==> src/i2c_register_access_master_macros.svh <==
// ----------------------------------------------------------------------------
// I2C register access master assertion macros
// Clocked assertion helpers for the RTL file that checks itself (i2cra_seq).
// ----------------------------------------------------------------------------
`ifndef I2C_REGISTER_ACCESS_MASTER_MACROS_SVH
`define I2C_REGISTER_ACCESS_MASTER_MACROS_SVH

// check a property on every clock edge out of reset
`define I2CRA_ASSERT(lbl, prop, msg) \
  lbl: assert property (@(posedge clk) disable iff (!rst_n) (prop)) else $error(msg);

// check that a condition is followed in the next cycle by another
`define I2CRA_ASSERT_NEXT(lbl, pre, post, msg) \
  lbl: assert property (@(posedge clk) disable iff (!rst_n) (pre) |=> (post)) \
    else $error(msg);

`endif

==> src/i2cra_pkg.sv <==
// ----------------------------------------------------------------------------
// I2C register access master package
// Payload types, opcodes, register indexes and shared helpers.
// ----------------------------------------------------------------------------
package i2cra_pkg;

  localparam int CMD_DEPTH_DEF = 2;
  localparam int OUT_DEPTH_DEF = 2;

  localparam int CFG_AW = 3;

  localparam logic [7:0] DEV_ADDR_RST = 8'd144;
  localparam logic [9:0] GAP_RST      = 10'd50;

  localparam logic [1:0] OP_TICK  = 2'd0;
  localparam logic [1:0] OP_WRITE = 2'd1;
  localparam logic [1:0] OP_READ  = 2'd2;

  localparam logic CFG_IDX_DEV_ADDR = 1'b0;
  localparam logic CFG_IDX_GAP      = 1'b1;

  typedef struct packed {
    logic [1:0]  op;
    logic [7:0]  reg_addr;
    logic [15:0] write_data;
    logic        sda_in;
  } in_item_t;

  typedef struct packed {
    logic        scl;
    logic        sda_out;
    logic        sda_drive;
    logic        busy_res;
    logic [15:0] read_data;
    logic        read_done;
    logic        request_dropped;
  } out_item_t;

  typedef struct packed {
    logic        req_wr;
    logic        req_rd;
    logic [7:0]  reg_addr;
    logic [15:0] write_data;
    logic        sda_in;
  } cmd_t;

  function automatic logic [7:0] byte_to_send(input logic [2:0]  idx,
                                              input logic [7:0]  dev,
                                              input logic [7:0]  regnum,
                                              input logic [15:0] val,
                                              input logic        rd);
    logic [7:0] b;
    if (idx == 3'd0) begin
      b = dev;
    end else if (idx == 3'd1) begin
      b = regnum;
    end else if (rd) begin
      b = dev | 8'h01;
    end else if (idx == 3'd2) begin
      b = val[15:8];
    end else begin
      b = val[7:0];
    end
    return b;
  endfunction

endpackage

==> src/i2c_register_access_master.sv <==
// A tick passes the front register and the command FIFO, and its result the
// result FIFO. One tick per cycle unless a FIFO is full; one bus step per tick.
// The front stage and the command and result FIFOs decouple both sides.
// Reset (synchronous, rst_n low): bus idle, FIFOs empty, registers at 144 and 50.
// ----------------------------------------------------------------------------
// I2C register access master
// Tick-driven I2C master for 16-bit register writes and reads with APB setup.
// ----------------------------------------------------------------------------
module i2c_register_access_master
  import i2cra_pkg::*;
#(
  parameter int CMD_DEPTH = CMD_DEPTH_DEF,
  parameter int OUT_DEPTH = OUT_DEPTH_DEF
) (
  input  logic              clk,
  input  logic              rst_n,
  input  logic              in_push,
  input  in_item_t          in_data,
  output logic              in_full,
  input  logic              out_pop,
  output out_item_t         out_data,
  output logic              out_empty,
  input  logic              psel,
  input  logic              penable,
  input  logic              pwrite,
  input  logic [CFG_AW-1:0] paddr,
  input  logic [31:0]       pwdata,
  output logic [31:0]       prdata,
  output logic              pready
);

  logic [7:0] dev_addr_r;
  logic [9:0] gap_ticks_r;
  logic       cfg_wr;

  logic       f_push, f_full;
  cmd_t       f_data, q_data;
  logic       q_empty, q_pop;
  logic       r_push, r_full;
  out_item_t  r_data;

  assign pready = 1'b1;
  assign cfg_wr = psel && penable && pwrite && pready;

  always_ff @(posedge clk) begin
    if (!rst_n) begin
      dev_addr_r  <= DEV_ADDR_RST;
      gap_ticks_r <= GAP_RST;
    end else if (cfg_wr) begin
      unique case (paddr[2])
        CFG_IDX_DEV_ADDR: dev_addr_r  <= pwdata[7:0];
        CFG_IDX_GAP:      gap_ticks_r <= pwdata[9:0];
      endcase
    end
  end

  always_comb begin
    unique case (paddr[2])
      CFG_IDX_DEV_ADDR: prdata = {24'd0, dev_addr_r};
      CFG_IDX_GAP:      prdata = {22'd0, gap_ticks_r};
    endcase
  end

  i2cra_front u_front (
    .clk      (clk),
    .rst_n    (rst_n),
    .in_push  (in_push),
    .in_data  (in_data),
    .in_full  (in_full),
    .cmd_push (f_push),
    .cmd_data (f_data),
    .cmd_full (f_full)
  );

  i2cra_fifo #(
    .WIDTH ($bits(cmd_t)),
    .DEPTH (CMD_DEPTH)
  ) u_cmd_q (
    .clk   (clk),
    .rst_n (rst_n),
    .push  (f_push),
    .wdata (f_data),
    .full  (f_full),
    .pop   (q_pop),
    .rdata (q_data),
    .empty (q_empty)
  );

  i2cra_seq u_seq (
    .clk       (clk),
    .rst_n     (rst_n),
    .dev_addr  (dev_addr_r),
    .gap_ticks (gap_ticks_r),
    .cmd       (q_data),
    .cmd_empty (q_empty),
    .cmd_pop   (q_pop),
    .res_push  (r_push),
    .res       (r_data),
    .res_full  (r_full)
  );

  i2cra_fifo #(
    .WIDTH ($bits(out_item_t)),
    .DEPTH (OUT_DEPTH)
  ) u_out_q (
    .clk   (clk),
    .rst_n (rst_n),
    .push  (r_push),
    .wdata (r_data),
    .full  (r_full),
    .pop   (out_pop),
    .rdata (out_data),
    .empty (out_empty)
  );

endmodule

==> src/i2cra_fifo.sv <==
// ----------------------------------------------------------------------------
// I2C register access master FIFO
// Small register FIFO with full and empty flags, first word on rdata.
// ----------------------------------------------------------------------------
module i2cra_fifo #(
  parameter int WIDTH = 8,
  parameter int DEPTH = 2
) (
  input  logic             clk,
  input  logic             rst_n,
  input  logic             push,
  input  logic [WIDTH-1:0] wdata,
  output logic             full,
  input  logic             pop,
  output logic [WIDTH-1:0] rdata,
  output logic             empty
);

  localparam int AW = (DEPTH > 1) ? $clog2(DEPTH) : 1;
  localparam int CW = $clog2(DEPTH + 1);

  logic [WIDTH-1:0] mem_r [DEPTH];
  logic [AW-1:0]    wr_ptr_r, rd_ptr_r;
  logic [CW-1:0]    count_r;
  logic             do_push, do_pop;

  assign full    = (count_r == CW'(DEPTH));
  assign empty   = (count_r == '0);
  assign do_push = push && !full;
  assign do_pop  = pop && !empty;
  assign rdata   = mem_r[rd_ptr_r];

  always_ff @(posedge clk) begin
    if (!rst_n) begin
      wr_ptr_r <= '0;
      rd_ptr_r <= '0;
      count_r  <= '0;
    end else begin
      if (do_push) begin
        wr_ptr_r <= (wr_ptr_r == AW'(DEPTH - 1)) ? '0 : wr_ptr_r + 1'b1;
      end
      if (do_pop) begin
        rd_ptr_r <= (rd_ptr_r == AW'(DEPTH - 1)) ? '0 : rd_ptr_r + 1'b1;
      end
      unique case ({do_push, do_pop})
        2'b10:   count_r <= count_r + 1'b1;
        2'b01:   count_r <= count_r - 1'b1;
        default: count_r <= count_r;
      endcase
    end
  end

  always_ff @(posedge clk) begin
    if (do_push) begin
      mem_r[wr_ptr_r] <= wdata;
    end
  end

endmodule

==> src/i2cra_front.sv <==
// ----------------------------------------------------------------------------
// I2C register access master front end
// Accept tick transactions, decode the request code and hand them on.
// ----------------------------------------------------------------------------
module i2cra_front
  import i2cra_pkg::*;
(
  input  logic     clk,
  input  logic     rst_n,
  input  logic     in_push,
  input  in_item_t in_data,
  output logic     in_full,
  output logic     cmd_push,
  output cmd_t     cmd_data,
  input  logic     cmd_full
);

  logic valid_r;
  cmd_t cmd_r;
  logic take;

  assign in_full  = valid_r && cmd_full;
  assign take     = in_push && !in_full;
  assign cmd_push = valid_r;
  assign cmd_data = cmd_r;

  always_ff @(posedge clk) begin
    if (!rst_n) begin
      valid_r <= 1'b0;
    end else if (take) begin
      valid_r <= 1'b1;
    end else if (!cmd_full) begin
      valid_r <= 1'b0;
    end
  end

  always_ff @(posedge clk) begin
    if (take) begin
      cmd_r.req_wr     <= (in_data.op == OP_WRITE);
      cmd_r.req_rd     <= (in_data.op == OP_READ);
      cmd_r.reg_addr   <= in_data.reg_addr;
      cmd_r.write_data <= in_data.write_data;
      cmd_r.sda_in     <= in_data.sda_in;
    end
  end

endmodule

==> src/i2cra_seq.sv <==
// ----------------------------------------------------------------------------
// I2C register access master bus sequencer
// Advance the bus phase one tick per transaction and emit line levels.
// ----------------------------------------------------------------------------
`include "i2c_register_access_master_macros.svh"

module i2cra_seq
  import i2cra_pkg::*;
(
  input  logic       clk,
  input  logic       rst_n,
  input  logic [7:0] dev_addr,
  input  logic [9:0] gap_ticks,
  input  cmd_t       cmd,
  input  logic       cmd_empty,
  output logic       cmd_pop,
  output logic       res_push,
  output out_item_t  res,
  input  logic       res_full
);

  typedef enum logic [2:0] {
    PH_IDLE, PH_START, PH_WBIT, PH_WACK, PH_RBIT, PH_MACK, PH_STOP, PH_GAP
  } phase_t;

  phase_t      phase_r, phase_nxt;
  logic [2:0]  byte_r, byte_nxt;
  logic [2:0]  bit_r, bit_nxt;
  logic [1:0]  step_r, step_nxt;
  logic [7:0]  shift_r, shift_nxt;
  logic [7:0]  lreg_r, lreg_nxt;
  logic [15:0] lval_r, lval_nxt;
  logic        rd_r, rd_nxt;
  logic [15:0] hold_r, hold_nxt;
  logic [9:0]  gap_r, gap_nxt;
  logic        step;

  assign step     = !cmd_empty && !res_full;
  assign cmd_pop  = step;
  assign res_push = step;

  always_comb begin
    logic req;
    logic scl, so, drv, busy, done, drop;
    phase_nxt = phase_r;
    byte_nxt  = byte_r;
    bit_nxt   = bit_r;
    step_nxt  = step_r;
    shift_nxt = shift_r;
    lreg_nxt  = lreg_r;
    lval_nxt  = lval_r;
    rd_nxt    = rd_r;
    hold_nxt  = hold_r;
    gap_nxt   = gap_r;
    req  = cmd.req_wr || cmd.req_rd;
    drop = 1'b0;
    scl  = 1'b1;
    so   = 1'b1;
    drv  = 1'b1;
    busy = 1'b1;
    done = 1'b0;

    if (phase_r == PH_IDLE) begin
      if (req) begin
        lreg_nxt  = cmd.reg_addr;
        lval_nxt  = cmd.req_wr ? cmd.write_data : 16'd0;
        rd_nxt    = cmd.req_rd;
        byte_nxt  = 3'd0;
        step_nxt  = 2'd0;
        phase_nxt = PH_START;
      end
    end else begin
      drop = req;
    end

    unique case (phase_nxt)
      PH_START: begin
        scl = (step_nxt < 2'd2);
        so  = (step_nxt == 2'd0);
        if (step_nxt < 2'd2) begin
          step_nxt = step_nxt + 1'b1;
        end else begin
          shift_nxt = byte_to_send(byte_nxt, dev_addr, lreg_nxt, lval_nxt, rd_nxt);
          bit_nxt   = 3'd7;
          step_nxt  = 2'd0;
          phase_nxt = PH_WBIT;
        end
      end
      PH_WBIT: begin
        scl = (step_nxt == 2'd1);
        so  = shift_nxt[bit_nxt];
        if (step_nxt < 2'd2) begin
          step_nxt = step_nxt + 1'b1;
        end else begin
          step_nxt = 2'd0;
          if (bit_nxt == 3'd0) begin
            phase_nxt = PH_WACK;
          end else begin
            bit_nxt = bit_nxt - 1'b1;
          end
        end
      end
      PH_WACK: begin
        scl = (step_nxt == 2'd1);
        so  = 1'b1;
        if (step_nxt < 2'd2) begin
          step_nxt = step_nxt + 1'b1;
        end else begin
          step_nxt = 2'd0;
          byte_nxt = byte_nxt + 1'b1;
          if ((!rd_nxt && byte_nxt >= 3'd4) || (rd_nxt && byte_nxt >= 3'd3)) begin
            if (rd_nxt) begin
              shift_nxt = 8'd0;
              bit_nxt   = 3'd7;
              phase_nxt = PH_RBIT;
            end else begin
              phase_nxt = PH_STOP;
            end
          end else if (rd_nxt && byte_nxt == 3'd2) begin
            phase_nxt = PH_START;
          end else begin
            shift_nxt = byte_to_send(byte_nxt, dev_addr, lreg_nxt, lval_nxt, rd_nxt);
            bit_nxt   = 3'd7;
            phase_nxt = PH_WBIT;
          end
        end
      end
      PH_RBIT: begin
        drv = 1'b0;
        so  = 1'b1;
        if (step_nxt == 2'd0) begin
          scl       = 1'b1;
          shift_nxt = {shift_nxt[6:0], cmd.sda_in};
          step_nxt  = 2'd1;
        end else begin
          scl      = 1'b0;
          step_nxt = 2'd0;
          if (bit_nxt == 3'd0) begin
            phase_nxt = PH_MACK;
          end else begin
            bit_nxt = bit_nxt - 1'b1;
          end
        end
      end
      PH_MACK: begin
        scl = (step_nxt == 2'd1);
        so  = (step_nxt == 2'd2) ? 1'b1 : (byte_nxt != 3'd3);
        if (step_nxt < 2'd2) begin
          step_nxt = step_nxt + 1'b1;
        end else begin
          step_nxt = 2'd0;
          lval_nxt = {lval_nxt[7:0], shift_nxt};
          byte_nxt = byte_nxt + 1'b1;
          if (byte_nxt >= 3'd5) begin
            phase_nxt = PH_STOP;
          end else begin
            shift_nxt = 8'd0;
            bit_nxt   = 3'd7;
            phase_nxt = PH_RBIT;
          end
        end
      end
      PH_STOP: begin
        scl = (step_nxt != 2'd0);
        so  = (step_nxt == 2'd2);
        if (step_nxt < 2'd2) begin
          step_nxt = step_nxt + 1'b1;
        end else begin
          step_nxt = 2'd0;
          if (rd_nxt) begin
            hold_nxt  = lval_nxt;
            done      = 1'b1;
            phase_nxt = PH_IDLE;
          end else if (gap_ticks == 10'd0) begin
            phase_nxt = PH_IDLE;
          end else begin
            gap_nxt   = gap_ticks;
            phase_nxt = PH_GAP;
          end
        end
      end
      PH_GAP: begin
        if (gap_nxt != 10'd0) begin
          gap_nxt = gap_nxt - 1'b1;
        end
        if (gap_nxt == 10'd0) begin
          phase_nxt = PH_IDLE;
        end
      end
      PH_IDLE: begin
        busy = 1'b0;
      end
    endcase

    res.scl             = scl;
    res.sda_out         = so;
    res.sda_drive       = drv;
    res.busy_res        = busy;
    res.read_data       = hold_nxt;
    res.read_done       = done;
    res.request_dropped = drop;
  end

  always_ff @(posedge clk) begin
    if (!rst_n) begin
      phase_r <= PH_IDLE;
      byte_r  <= '0;
      bit_r   <= '0;
      step_r  <= '0;
      shift_r <= '0;
      lreg_r  <= '0;
      lval_r  <= '0;
      rd_r    <= 1'b0;
      hold_r  <= '0;
      gap_r   <= '0;
    end else if (step) begin
      phase_r <= phase_nxt;
      byte_r  <= byte_nxt;
      bit_r   <= bit_nxt;
      step_r  <= step_nxt;
      shift_r <= shift_nxt;
      lreg_r  <= lreg_nxt;
      lval_r  <= lval_nxt;
      rd_r    <= rd_nxt;
      hold_r  <= hold_nxt;
      gap_r   <= gap_nxt;
    end
  end

  `I2CRA_ASSERT(a_done_in_stop, (step && res.read_done) |-> (phase_r == PH_STOP && rd_r), "read_done outside read stop")
  `I2CRA_ASSERT(a_undriven_rbit, (step && !res.sda_drive) |-> (phase_r == PH_RBIT), "SDA released outside read bit")
  `I2CRA_ASSERT_NEXT(a_gap_end, step && phase_r == PH_GAP && gap_r == 10'd1, phase_r == PH_IDLE, "gap did not end")
  `I2CRA_ASSERT_NEXT(a_hold_stall, !step, $stable(phase_r) && $stable(step_r), "state moved without a transaction")

endmodule

==> config.mk <==
export PLATFORM = sky130hd
export DESIGN_NAME = i2c_register_access_master
export DESIGN_NICKNAME = d
export VERILOG_FILES = /design/src/i2cra_pkg.sv /design/src/i2c_register_access_master.sv /design/src/i2cra_fifo.sv /design/src/i2cra_front.sv /design/src/i2cra_seq.sv
export VERILOG_INCLUDE_DIRS = /design/src /design/src/src
export SDC_FILE = /design/constraint.sdc
export NUM_CORES = 1
export LEC_CHECK = 0
export BUFFER_PORTS_ARGS = -buffer_cell sky130_fd_sc_hd__buf_2
export CORE_ASPECT_RATIO = 1.2
export CORE_MARGIN = 1.5
export CORE_UTILIZATION = 30
export CTS_CLUSTER_SIZE = 40
export DETAILED_ROUTE_END_ITERATION = 10
export SLEW_MARGIN = 20
export SYNTH_ARGS = -nofsm -noshare
export SYNTH_HDL_FRONTEND = slang
export SYNTH_SLANG_ARGS = --single-unit
==> constraint.sdc <==
create_clock -name clk -period 7.1 [get_ports clk]
set_input_delay 0.355 -clock clk [delete_from_list [all_inputs] [get_ports clk]]
set_output_delay 0.355 -clock clk [all_outputs]
set_load 0.05 [all_outputs]
==> summary.txt <==
via count: 8585
Non-Filler Instances: 1644
CTS Buf Count: 23
routed wire length: 28700 um
DR iter-0 viols: 461
fin area: 0.0129 sq mm
Pleak: 4.52 nW
row count: 76
Clock Tree Root: clkbuf_16
Top FF cell, synth: edfxtp_1
vias in the first global route: 8242
I/O pin total: 126
Starting Density: 0.306
Synth Cell Area: 0.0111 sq mm
Tot GR Track Use: 0.152
die area: 0.0380 sq mm
startpoint class of the critical path: flip-flop
share of layout cells above drive strength 1: 0.174
Syn Area/Cell: 10.2 sq um
Resized cells post-CTS: 0
top post-synthesis cells by count: 146 x nand2_1, 125 x edfxtp_1, 99 x dfxtp_1
top-area cell type share of the netlist area: 0.340
CP required: 7.55 ns
Hold Crit Depth: 3
Tmin final: 4.51 ns
gpl congestion: 0.882
crit path DAT: 4.97 ns
count of state elements after synthesis: 224
period utilization: 0.635
R2R depth: 10
Pwr Density: 374 mW/mm^2
DRT Pass-1 Iters: 5
Sum Neg Setup Slack: 0 ns
H-tree depth: 1
I/O Buffers: 78
synth warn: 0
count leader, synth: nand2_1
Area after DPL: 0.0118 sq mm
total gr overflow: 0
Setup crit start: u_seq.phase_r[0]
Reg-to-Reg Start: u_seq.phase_r[0]
CTS tree: built
top area cells in the synthesized netlist: edfxtp_1 34%, dfxtp_1 18%, nand2_1 5.0%
sequential fraction of the synthesis area: 0.519
max-slew violations: 0
core box area: 0.0361 sq mm
leading area contributor after synthesis: edfxtp_1
FMAX: 0.222 GHz
Tot Pwr: 0.00480 W
vias per cell: 5.22
die width: 178 um
# diodes: 0
RSZ-0062 raised after global routing: false
CP max FO: 22
# clock sinks: 224
run status: finished clean
Detailed Place HPWL: 19700 um
CP Class: flip-flop to flip-flop
Die Span Y: 213 um
Async S/R FF share, synth: 0
CTS max path bufs: 3
worst-skew pair later-pin latency: 0.55 ns
# placed instances: 1577
Unique masters post-synth: 84
Hold Crit Start: in_push
Final ANT Viol Nets: 0
maxcap violations: 0
nets@finish: 1240
Worst setup EP type: flip-flop
Max IR drop VDD: 0.250 mV
WHS: 0.0491 ns
first-pass GRT wire length: 45700 um
Tightest Pin Transition: 1.07 ns
drt drc: 0
CTS clk-pin slew, worst paths: 0.07 ns
DR WL/cell: 17.5 um
final setup violation count: 0
Post-synth EDFFs: 125
Hold Vio Cnt, Final: 0
largest net degree at the start of global routing: 81
initial antenna violation count: 0
cells after synthesis: 1086
final setup skew: 0.0297 ns
area delta synth->final: 16.3%
relative slew slack: 0.285
Hold Path Class: primary input to flip-flop
metal layers:
layer / track usage / part of all wire
met5: 0 / 0
met4: 0.0767 / 0.043
met3: 0.0196 / 0.059
met2: 0.257 / 0.48
met1: 0.191 / 0.41
flip-flops by register name, summed over array words and instances, names as in the netlist, 3 cells and up, named ones only:
signal            flops
u_seq.hold_r         16
u_seq.shift_r         8
u_seq.lval_r         16
u_seq.gap_r          10
u_front.cmd_data     27
u_seq.phase_r         3
dev_addr_r            8
u_seq.bit_r           3
u_cmd_q.mem_r        54
u_out_q.mem_r        44
u_seq.byte_r          3
gap_ticks_r          10
u_seq.lreg_r          8
area by class of cell:
type | instances | area, sq um
clock buffers | 26 | 607
inverters | 29 | 109
fillers | 3629 | 23300
multi-input cells | 763 | 4860
clock inverters | 16 | 200
flip-flops and latches | 224 | 5740
repair buffers | 118 | 753
well taps | 468 | 586
layout by cell type (no fill, tap or decap), types with 23 or more instances in the layout:
cell	instances
a211oi_1	28
a21oi_1	78
buf_2	78
clkbuf_16	23
conb_1	23
dfxtp_1	98
dlygate4sd3_1	25
edfxtp_1	125
inv_1	28
mux2_2	47
mux2i_1	30
nand2_1	146
nand3_1	24
nor2_1	87
o21ai_0	43
metrics by stage:
stage               utilization  setup slack [ns]
CTS                       0.356              2.70
global placement          0.326              2.71
global route              0.356              2.23
floorplan                     -              3.78
finish                    0.356              2.59
detailed placement        0.326              2.72
what timing repair did:
| item | CTS | global route |
|---|---|---|
| hold buffers | 25 | 0 |
| setup buffers | 0 | 0 |
| endpoints found under the hold margin | 25 | 0 |
path summary, 6_finish.rpt:
kind	endpoint	slack, ns
min reg2reg	u_cmd_q.mem_r[1][26]	0.42
min	u_front.cmd_push	0.05
max	u_seq.shift_r[2]	2.59
max reg2reg	u_seq.shift_r[2]	2.59
critical path, stage by stage (launching register included):
cell	delay, ns
dfxtp_1	0.54
nor3_2	0.59
nand3_1	0.46
and3_1	0.34
ha_1	0.59
inv_1	0.14
a31oi_1	0.32
nand3_1	0.42
a2111oi_0	0.72
a211oi_1	0.11
o211ai_1	0.19
report_power, final:
part	total, W	switching, W	internal (W)
combinational	0.00175	0.00123	0.000527
clock	0.00130	0.000530	0.000767
sequential	0.00175	0.000150	0.00160
total	0.00480	0.00191	0.00290
cells by family (layout without fill, tap and decap cells):
family | Yosys count | in the layout | synth area share
xor+xnor | 9 | 9 | 0.00713
simple gates | 352 | 352 | 0.146
compound gates | 286 | 286 | 0.181
buf+inv | 120 | 189 | 0.0509
other cells | 2 | 23 | 0.000679
fa+ha+maj | 12 | 12 | 0.0136
mux | 81 | 81 | 0.0822
flops | 224 | 224 | 0.519
Power figures use the tool's default switching activity.
